==> src/hdl/bmhq_pkg.sv <==
// shared types and constants for the binary max heap queue
// no dependencies; used by binary_max_heap_queue
`timescale 1ns / 1ps

package bmhq_pkg;

  localparam int DATA_W      = 32;
  localparam int COUNT_W     = 7;
  localparam int OUT_TDATA_W = 72;  // popped, top, count, one pad bit
  localparam int OUT_TUSER_W = 3;   // is_empty, status

  typedef enum logic [1:0] {
    ST_OK    = 2'd0,
    ST_EMPTY = 2'd1,
    ST_FULL  = 2'd2
  } status_t;

endpackage

==> src/hdl/binary_max_heap_queue.sv <==
// binary max heap priority queue: sequencer, hole register and compare unit
// depends on bmhq_pkg and bmhq_ram
`timescale 1ns / 1ps

// Usage
//   Input stream: s_axis_tuser is the operation (0 push s_axis_tdata, 1 pop
//   the maximum); s_axis_tdata is the signed 32-bit value, ignored on pop.
//   Every input transaction gives exactly one output transaction carrying the
//   popped value (zero unless a pop succeeded), the new maximum (zero when
//   empty), the entry count, an empty flag and a status (ok, pop on empty
//   refused, push on full refused; a refused item leaves the heap as it was).
//   One item is in work at a time and s_axis_tready is low meanwhile.
//   The heap sits in a single ram with one read and one write port. For each
//   level it rises a push reads the parent, then compares and writes; for
//   each level it sinks a pop reads the left child, then the right child,
//   then compares and writes. A refused item or a pop of the last entry goes
//   straight to the result, and the block is ready for the next item as soon
//   as the result is offered, since the sequencer is then back in idle.
//   The result waits in an output register; while the receiver stalls the
//   finished item holds in its last state and no new item is taken.
//   Reset empties the queue at once; the ram holds no reset state.

module binary_max_heap_queue #(
  parameter int CAPACITY = 64
) (
  input  logic                               clk,
  input  logic                               rst,
  input  logic                               s_axis_tvalid,
  output logic                               s_axis_tready,
  input  logic [bmhq_pkg::DATA_W-1:0]        s_axis_tdata,  // value
  input  logic                               s_axis_tuser,  // mode
  output logic                               m_axis_tvalid,
  input  logic                               m_axis_tready,
  output logic [bmhq_pkg::OUT_TDATA_W-1:0]   m_axis_tdata,  // popped, top, count, pad
  output logic [bmhq_pkg::OUT_TUSER_W-1:0]   m_axis_tuser   // is_empty, status
);

  localparam int AW   = $clog2(CAPACITY + 1);
  localparam int DW   = bmhq_pkg::DATA_W;
  localparam int CNTW = bmhq_pkg::COUNT_W;

  typedef enum logic [3:0] {
    S_IDLE,
    S_PUSH_RD,
    S_PUSH_CMP,
    S_POP_LAST,
    S_SINK_RDL,
    S_SINK_RDR,
    S_SINK_CMP,
    S_DONE
  } state_t;

  state_t                state;
  logic [AW-1:0]         count;
  logic [AW-1:0]         k;
  logic signed [DW-1:0]  v;
  logic signed [DW-1:0]  top;
  logic signed [DW-1:0]  left;
  logic                  has_right;
  logic signed [DW-1:0]  popped;
  bmhq_pkg::status_t     status;

  logic                  wr_en;
  logic [AW-1:0]         wr_addr;
  logic [DW-1:0]         wr_data;
  logic [AW-1:0]         rd_addr;
  logic [DW-1:0]         rd_data;
  logic signed [DW-1:0]  rd_val;

  logic                  accept;
  logic [AW:0]           child;
  logic                  child_out;
  logic                  take_right;
  logic signed [DW-1:0]  best;
  logic                  v_stays;
  logic                  out_free;

  bmhq_ram #(
    .WIDTH (DW),
    .DEPTH (CAPACITY + 1)
  ) u_heap (
    .clk     (clk),
    .wr_en   (wr_en),
    .wr_addr (wr_addr),
    .wr_data (wr_data),
    .rd_addr (rd_addr),
    .rd_data (rd_data)
  );

  assign s_axis_tready = (state == S_IDLE);
  assign accept        = s_axis_tvalid && s_axis_tready;
  assign rd_val        = $signed(rd_data);
  assign out_free      = !m_axis_tvalid || m_axis_tready;

  // left child index, one bit wider so a leaf is detected
  assign child      = {k, 1'b0};
  assign child_out  = child > {1'b0, count};
  assign take_right = has_right && (left < rd_val);
  assign best       = take_right ? rd_val : left;
  assign v_stays    = take_right ? (v >= rd_val) : (v >= left);

  always_comb begin
    wr_en   = 1'b0;
    wr_addr = k;
    wr_data = v;
    rd_addr = '0;
    case (state)
      S_IDLE: begin
        rd_addr = count;
      end
      S_PUSH_RD: begin
        rd_addr = k >> 1;
        if (k == AW'(1)) begin
          wr_en = 1'b1;
        end
      end
      S_PUSH_CMP: begin
        wr_en = 1'b1;
        if (rd_val < v) begin
          wr_data = rd_data;
        end
      end
      S_SINK_RDL: begin
        rd_addr = child[AW-1:0];
        if (child_out) begin
          wr_en = 1'b1;
        end
      end
      S_SINK_RDR: begin
        rd_addr = child[AW-1:0] + AW'(1);
      end
      S_SINK_CMP: begin
        wr_en = 1'b1;
        if (!v_stays) begin
          wr_data = best;
        end
      end
      default: begin
      end
    endcase
  end

  always_ff @(posedge clk) begin
    if (rst) begin
      state         <= S_IDLE;
      count         <= '0;
      m_axis_tvalid <= 1'b0;
    end else begin
      // a finished item in S_DONE reloads the output register itself
      if (m_axis_tvalid && m_axis_tready && state != S_DONE) begin
        m_axis_tvalid <= 1'b0;
      end
      if (wr_en && wr_addr == AW'(1)) begin
        top <= $signed(wr_data);
      end
      case (state)
        S_IDLE: begin
          if (accept) begin
            popped <= '0;
            status <= bmhq_pkg::ST_OK;
            k      <= AW'(1);
            if (!s_axis_tuser) begin
              if (count == AW'(CAPACITY)) begin
                status <= bmhq_pkg::ST_FULL;
                state  <= S_DONE;
              end else begin
                count <= count + AW'(1);
                k     <= count + AW'(1);
                v     <= $signed(s_axis_tdata);
                state <= S_PUSH_RD;
              end
            end else begin
              if (count == '0) begin
                status <= bmhq_pkg::ST_EMPTY;
                state  <= S_DONE;
              end else begin
                popped <= top;
                count  <= count - AW'(1);
                // last entry is being read for the new root
                state  <= (count == AW'(1)) ? S_DONE : S_POP_LAST;
              end
            end
          end
        end
        S_PUSH_RD: begin
          state <= (k == AW'(1)) ? S_DONE : S_PUSH_CMP;
        end
        S_PUSH_CMP: begin
          if (rd_val < v) begin
            k     <= k >> 1;
            state <= S_PUSH_RD;
          end else begin
            state <= S_DONE;
          end
        end
        S_POP_LAST: begin
          v     <= rd_val;
          state <= S_SINK_RDL;
        end
        S_SINK_RDL: begin
          state <= child_out ? S_DONE : S_SINK_RDR;
        end
        S_SINK_RDR: begin
          left      <= rd_val;
          has_right <= child < {1'b0, count};
          state     <= S_SINK_CMP;
        end
        S_SINK_CMP: begin
          if (v_stays) begin
            state <= S_DONE;
          end else begin
            k     <= take_right ? (child[AW-1:0] + AW'(1)) : child[AW-1:0];
            state <= S_SINK_RDL;
          end
        end
        S_DONE: begin
          if (out_free) begin
            m_axis_tvalid <= 1'b1;
            m_axis_tdata  <= {1'b0, CNTW'(count),
                              (count == '0) ? {DW{1'b0}} : top, popped};
            m_axis_tuser  <= {status, (count == '0)};
            state         <= S_IDLE;
          end
        end
        default: begin
          state <= S_IDLE;
        end
      endcase
    end
  end

  // the queue never holds more than its capacity
  a_count_bound: assert property (@(posedge clk) disable iff (rst)
    count <= AW'(CAPACITY))
    else $error("entry count beyond capacity");

  // heap writes only land on occupied positions
  a_write_range: assert property (@(posedge clk) disable iff (rst)
    wr_en |-> (wr_addr != '0) && (wr_addr <= count))
    else $error("heap write outside occupied positions");

  // an empty result reports a zero maximum
  a_empty_top: assert property (@(posedge clk) disable iff (rst)
    (m_axis_tvalid && m_axis_tuser[0]) |-> (m_axis_tdata[63:32] == '0))
    else $error("empty result with non-zero top");

endmodule

==> src/hdl/bmhq_ram.sv <==
// generic single write port, single read port ram with registered read data
// no dependencies
`timescale 1ns / 1ps

module bmhq_ram #(
  parameter int WIDTH = 32,
  parameter int DEPTH = 65
) (
  input  logic                     clk,
  input  logic                     wr_en,
  input  logic [$clog2(DEPTH)-1:0] wr_addr,
  input  logic [WIDTH-1:0]         wr_data,
  input  logic [$clog2(DEPTH)-1:0] rd_addr,
  output logic [WIDTH-1:0]         rd_data
);

  logic [WIDTH-1:0] mem [DEPTH];

  always_ff @(posedge clk) begin
    if (wr_en) begin
      mem[wr_addr] <= wr_data;
    end
    rd_data <= mem[rd_addr];
  end

endmodule

==> config.mk <==
export PLATFORM = sky130hd
export DESIGN_NAME = binary_max_heap_queue
export DESIGN_NICKNAME = d
export VERILOG_FILES = /design/src/hdl/bmhq_pkg.sv /design/src/hdl/binary_max_heap_queue.sv /design/src/hdl/bmhq_ram.sv
export SDC_FILE = /design/constraint.sdc
export NUM_CORES = 2
export LEC_CHECK = 0
export BUFFER_PORTS_ARGS = -buffer_cell sky130_fd_sc_hd__buf_4
export CORE_MARGIN = 2
export CORE_UTILIZATION = 50
export CTS_BUF_LIST = sky130_fd_sc_hd__clkbuf_2
export CTS_CLUSTER_DIAMETER = 30
export DETAILED_ROUTE_END_ITERATION = 8
export PLACE_DENSITY_LB_ADDON = 0.05
export SYNTH_ARGS = -nofsm -noshare
export SYNTH_HDL_FRONTEND = slang
export SYNTH_SLANG_ARGS = --single-unit
==> constraint.sdc <==
create_clock -name clk -period 6.7 [get_ports clk]
set_input_delay 1.34 -clock clk [delete_from_list [all_inputs] [get_ports clk]]
set_output_delay 1.34 -clock clk [all_outputs]
set_load 0.005 [all_outputs]
== After elaboration in Yosys (flattened, before gate mapping) ==
Memory sizes are Yosys's and may differ from the RTL's. A register that Yosys moved wholly into a read port is not among the register bits.
Index checks and enable logic that the tools add are counted.
Operators by class
  add/subtract/negate cells: 3
  magnitude comparators: 6
  equal/unequal tests: 19
  mux-type cells: 43
  bitwise gates (word level): 1
  reductions and logical operators: 20
Operators with widths (count)
  two-way mux 32 bit: 7
  one-hot mux 32 bit (2 select lines): 2
  greater-or-equal comparator 32 bit: 2
  less-than comparator 32 bit: 2
  two-way mux 7 bit: 9
  one-hot mux 4 bit (8 select lines): 1
  one-hot mux 7 bit (4 select lines): 1
  one-hot mux 7 bit (3 select lines): 1
  == test 4 x 3 -> 1 bit, second input constant: 4
  two-way mux 3 bit: 5
  adder 7 x 1 -> 7 bit, second input constant: 2
  == test 7 x 1 -> 1 bit, second input constant: 2
  != test 2 bit, second input constant: 7
  two-way mux 4 bit: 3
  AND reduction 5 bit: 2
  two-way mux 1 bit: 9
  == test 4 x 2 -> 1 bit, second input constant: 2
  greater-than comparator 8 x 7 -> 1 bit: 1
  less-than comparator 8 x 7 -> 1 bit: 1
  two-way mux 2 bit: 4
  == test 7 bit, second input constant: 1
  zero test 7 bit: 1
  subtractor 7 x 1 -> 7 bit, second input constant: 1
  AND reduction 2 bit: 3
  other kinds (14): 19
Storage, ports and cells
  flip-flop bits (word level): 224
  bits in writable memories: 2080
  input bits: 37
  output and inout bits: 77
  word-level logic and storage cells: 105
  memories: 1
Memory list
  u_heap.mem: words 65, bits a word 32, rd ports 1, clocked after memory_dff 1, wr ports 1, line bmhq_ram.sv:17  | logic [WIDTH-1:0] mem [DEPTH];

== Logic depth before layout (Yosys ltp) ==
  word-level depth: 6
  gate-level depth with buffers: 13
  gate-level depth less buffers: 10

== Hierarchy ==
A second synthesis with hierarchy kept.
Unflattened totals
  cell total of the unflattened synthesis: 4964
  area, all modules: 93060.5 um2
By module, submodules not included
  bmhq_ram: times used 1, cells an instance 3869, area an instance 80871.3 um2, sequential area each 63100.5 um2
  binary_max_heap_queue: times used 1, cells an instance 1095, area an instance 12189.2 um2, sequential area each 6586.3 um2

== Least setup slack after synthesis ==
Ideal clock, no wire load.
  path type: register -> register
  from: reg count[6]
  to: mem u_heap.mem[64][0], enable pin
  library setup time: 0.513 ns
  arrival: 5.583 ns
  data required time: 6.187 ns
  slack: 0.604 ns
  stages on the path, launching flop included: 11
  period minus slack after synthesis: 6.096 ns
  path through: dfxtp_1 -> clkbuf_1 -> inv_1 -> ha_1 -> nand4_1 -> nor2_1 -> a2111oi_0 -> or4_1 -> nand3_1 -> nand3b_1 -> nor4b_1
On the way
  word-level cells in the longest chain between the ends: 5
RTL lines
  start, declared: line binary_max_heap_queue.sv:54  | logic [AW-1:0] count;
  start signal, assigned: line binary_max_heap_queue.sv:167  | count <= count + AW'(1);
  start signal, assigned: line binary_max_heap_queue.sv:178  | count <= count - AW'(1);
  greater-than comparator 8 x 7 -> 1 bit: line binary_max_heap_queue.sv:97  | assign child_out = child > {1'b0, count};
  two-way mux 1 bit: line binary_max_heap_queue.sv:125  | if (child_out) begin
  one-hot mux 1 bit (3 select lines): line binary_max_heap_queue.sv:107  | case (state)
  two-way mux 1 bit: line bmhq_ram.sv:20  | if (wr_en) begin
  two-way mux 1 bit (implied by the code): line bmhq_ram.sv:21  | mem[wr_addr] <= wr_data;
  end, declared: line bmhq_ram.sv:17
No other way between the ends.

== Worst setup path after layout ==
  from: reg state[0]
  to: reg u_heap.rd_data[20], read port of u_heap.mem
On the way
  word-level cells in the longest chain between the ends: 2
RTL lines
  start, declared: line binary_max_heap_queue.sv:53  | state_t state;
  start signal, assigned: line binary_max_heap_queue.sv:180  | state <= (count == AW'(1)) ? S_DONE : S_POP_LAST;
  start signal, assigned: line binary_max_heap_queue.sv:186  | state <= (k == AW'(1)) ? S_DONE : S_PUSH_CMP;
  start signal, assigned: line binary_max_heap_queue.sv:201  | state <= child_out ? S_DONE : S_SINK_RDR;
  == test 4 x 3 -> 1 bit (tied with other cells): line binary_max_heap_queue.sv:107
  one-hot mux 7 bit (4 select lines) (*): line binary_max_heap_queue.sv:107
  end, declared: line bmhq_ram.sv:14  | output logic [WIDTH-1:0] rd_data
Mark *: on every way between the ends. The rest lies on a longest branch, timed or not.
A chain may end at the register's enable or synchronous reset.

==> flow_summary.ini <==
[critical_path]
crit_path_end_kind = flop
cp.required_ps = 8130
r2r_setup_slack_ps = 840
path_buf_inv = 3
path_class = flop to flop
worst_path_max_delay_cell = a211oi_4
cp_common_cell = buf_4
max_stage_delay_ps = 950
start_kind = flop
r2r-end = u_heap.rd_data[20]
r2r_start = state[0]
crit_arrival_ps = 7300
critPathTopFamily = compound AO/OA/AOI/OAI gates
r2r_cells = 9
worstPathMaxFanout = 22
crit_chain = mux2i_1 -> a211oi_4 -> buf_4 -> buf_4 -> mux2i_1 -> a2111oi_1 -> buf_4 -> o21ai_1 -> o2111ai_1

[synth]
synth-edff-count = 2292
synth.largest_area_cell = edfxtp_1
ys_warn_count = 0
synth.ff_latch_count = 2335
synth_largest_type_area_fraction_pct = 72.22
synthDistinctLibCells = 68
postSynthCellCount = 7353
synth_async_sr_flop_share_pct = 0
syn_nets = 7494
seq_area_frac_synth_pct = 73.12
synth_area_leaders = edfxtp_1, nand2_1, nand3_1
avgSynthCellArea_um2 = 12.96
syn_area_mm2 = 0.09531
synthFlopType = edfxtp_1

[cts]
clkSlewWorstSetupHoldPaths_ps = 90
cts.sinks = 2335
clk_path_buf_depth = 4
cts_max_level = 6
insertion_delay_ps = 2010
cts_tree = done
cts_setup_buffers = 0
cts_root_buffer = clkbuf_2
numCtsBuffers = 631

[pwr]
power_density_mw_per_mm2 = 462.0
p_leak_nw = 38.28
ir_drop_v = 0.0003466

[cells_and_area]
nNetsFinal = 8064
fin_area_mm2 = 0.1065
drive_above_1_share_pct = 17.47
final_cells = 10850
area_delta_synth_final_pct = 11.71
layout_commonest_cell = edfxtp_1
layout_common_cells = edfxtp_1, nand2_1, clkbuf_2, nand3_1, buf_4

[timing]
fmax_ghz = 0.1706
setup_viol = 0
tightest_slew_ps = 1450
maxSlewHeadroom_pct = 3.345
tns_ps = 0
finClkSkew_ps = 173.3
slew_viol_final = 0
hold_viol_final = 0
min_period_ps = 5862
period_share_pct = 87.50
rsz0062_at_grt = false

[grt]
grt_max_degree = 150
grt-ovfl-total = 0
grtUsageTotal_pct = 29.98
grt_pass1_wl_um = 421200
antenna_found_initial = 29
grt_pass1_vias = 61590

[placed_design]
dpl.cell_count = 9760
gp_congestion = 0.9126
postPlaceCellArea_mm2 = 0.1008
io_buffer_count = 112
hpwl_um = 164500

[floorplanning]
dieArea_mm2 = 0.1941
chipHeight_um = 440.6
start_util_pct = 50.22
io_pins = 114
core_area_mm2 = 0.1898
rows = 160
die_w_um = 440.6

[drt]
routed_wl_um = 294000
via_count = 63880
drt-initial-drc-count = 7689
avgRoutedWirePerCell_um = 27.09
drt_pass1_iterations = 6
drc = 0
vias_per_cell = 5.885
postRouteAntennaNets = 0

[worst_hold_path]
whs_endpoint = v[12]
min-delay-start = s_axis_tdata[12]
whs_path_depth = 4
min_path_type = primary input to flop

[job]
maxCapViolations = 0

[status]
outcome = finished, final reports clean
## cells by family after synthesis
logic type / after synthesis / share of synthesized area, %
buffers and inverters: 583 / 2.563
xor gates and xnor gates: 11 / 0.1011
other: 1 / 0.003935
DFF: 2335 / 73.12
muxes: 235 / 2.469
adders and majority gates: 104 / 1.365
and+or+nand+nor: 3252 / 14.56
AOI/OAI and AO/OA: 832 / 5.816
## timing repair
item	in CTS	in global routing
endpoints found under the hold margin	107	0
hold buffers	39	0
gates resized for setup	0	0
endpoints found under the setup margin	0	0
## cells in the mapped netlist, drive strengths merged, types with 5 or more instances
cell type	number
o221ai	32
and4	5
edfxtp	2292
a21o	10
a221oi	36
nand2b	11
and2	36
and3	133
nand4	18
a32o	32
nor4	9
dfxtp	43
nand3b	5
o2111ai	32
a211oi	7
nor2b	15
nand2	2099
mux2i	234
buf	162
o211ai	8
o21ai	183
xnor2	9
o22ai	66
a31oi	94
nor2	95
a2111oi	63
a311oi	5
a21boi	34
clkbuf	309
nor3	41
or3	5
a21oi	172
inv	112
ha	104
o32ai	32
nand3	768
## how the worst max path moves through the flow
stage                  start                  to  slack, ps  depth (start not counted)
finish              state[0]  u_heap.rd_data[20]        840                          9
global route           v[31]   u_heap.mem[16][9]        800                         11
CTS                 state[0]  u_heap.rd_data[11]       1070                          9
detailed placement  state[0]  u_heap.rd_data[11]       1100                          9
global placement    state[0]  u_heap.rd_data[11]       1050                          9
floorplan           count[6]   u_heap.mem[64][0]        600                         10
## registers in the layout (all words and copies together), names as in the netlist
| register | cells |
|---|---|
| count | 7 |
| has_right | 1 |
| k | 7 |
| left | 32 |
| m_axis_tdata | 71 |
| m_axis_tuser | 3 |
| m_axis_tvalid | 1 |
| popped | 32 |
| state | 3 |
| status | 2 |
| top | 32 |
| u_heap.mem | 2080 |
| u_heap.rd_data | 32 |
| v | 32 |
## routing by layer
layer / track usage (%) / part of all wire [%] / vias up
met5: 0 / 0.034 / -
met4: 12.19 / 3.5 / 14
met3: 6.652 / 9.4 / 454
met2: 43.91 / 44 / 3269
met1: 43.54 / 43 / 31640
li1: - / - / 28500
## area by class of cell
type                            count  area [µm²]
Tap cell                         2511        3142
Clock buffer                      912        4564
Fill cell                       15960       83320
Sequential cell                  2335       69690
Timing Repair Buffer              408        3598
Inverter                          112       420.4
Antenna cell                       14       35.03
Multi-Input combinational cell   4435       24400
Clock inverter                    126       619.3
## metrics by stage
stage               util [%]  power, mW  hold WS [ps]  setup WS [ps]
floorplan                  -      30.32         400.3          604.0
detailed placement     53.12      39.52         404.5           1101
finish                 56.10      49.19         254.0          837.8
CTS                    56.06      49.02         2.841           1074
global route           56.08      51.34         176.8          798.1
global placement       53.09      39.38         402.7           1050
## worst reg2reg max path, delay by kind of cell, from the launching register on
family / cells / cell delay, ps
flops: 1 / 870
mux: 2 / 940
compound gates: 4 / 2450
buf+inv: 3 / 1100
## where the power goes
part           internal [mW]  switching [mW]  total (mW)
Clock                   3.74            5.78        9.53
Sequential              18.5           0.337        18.8
Combinational           5.24            15.6        20.8
Total                   27.5            21.7        49.2
No activity file was read; power rests on OpenSTA's default activity.
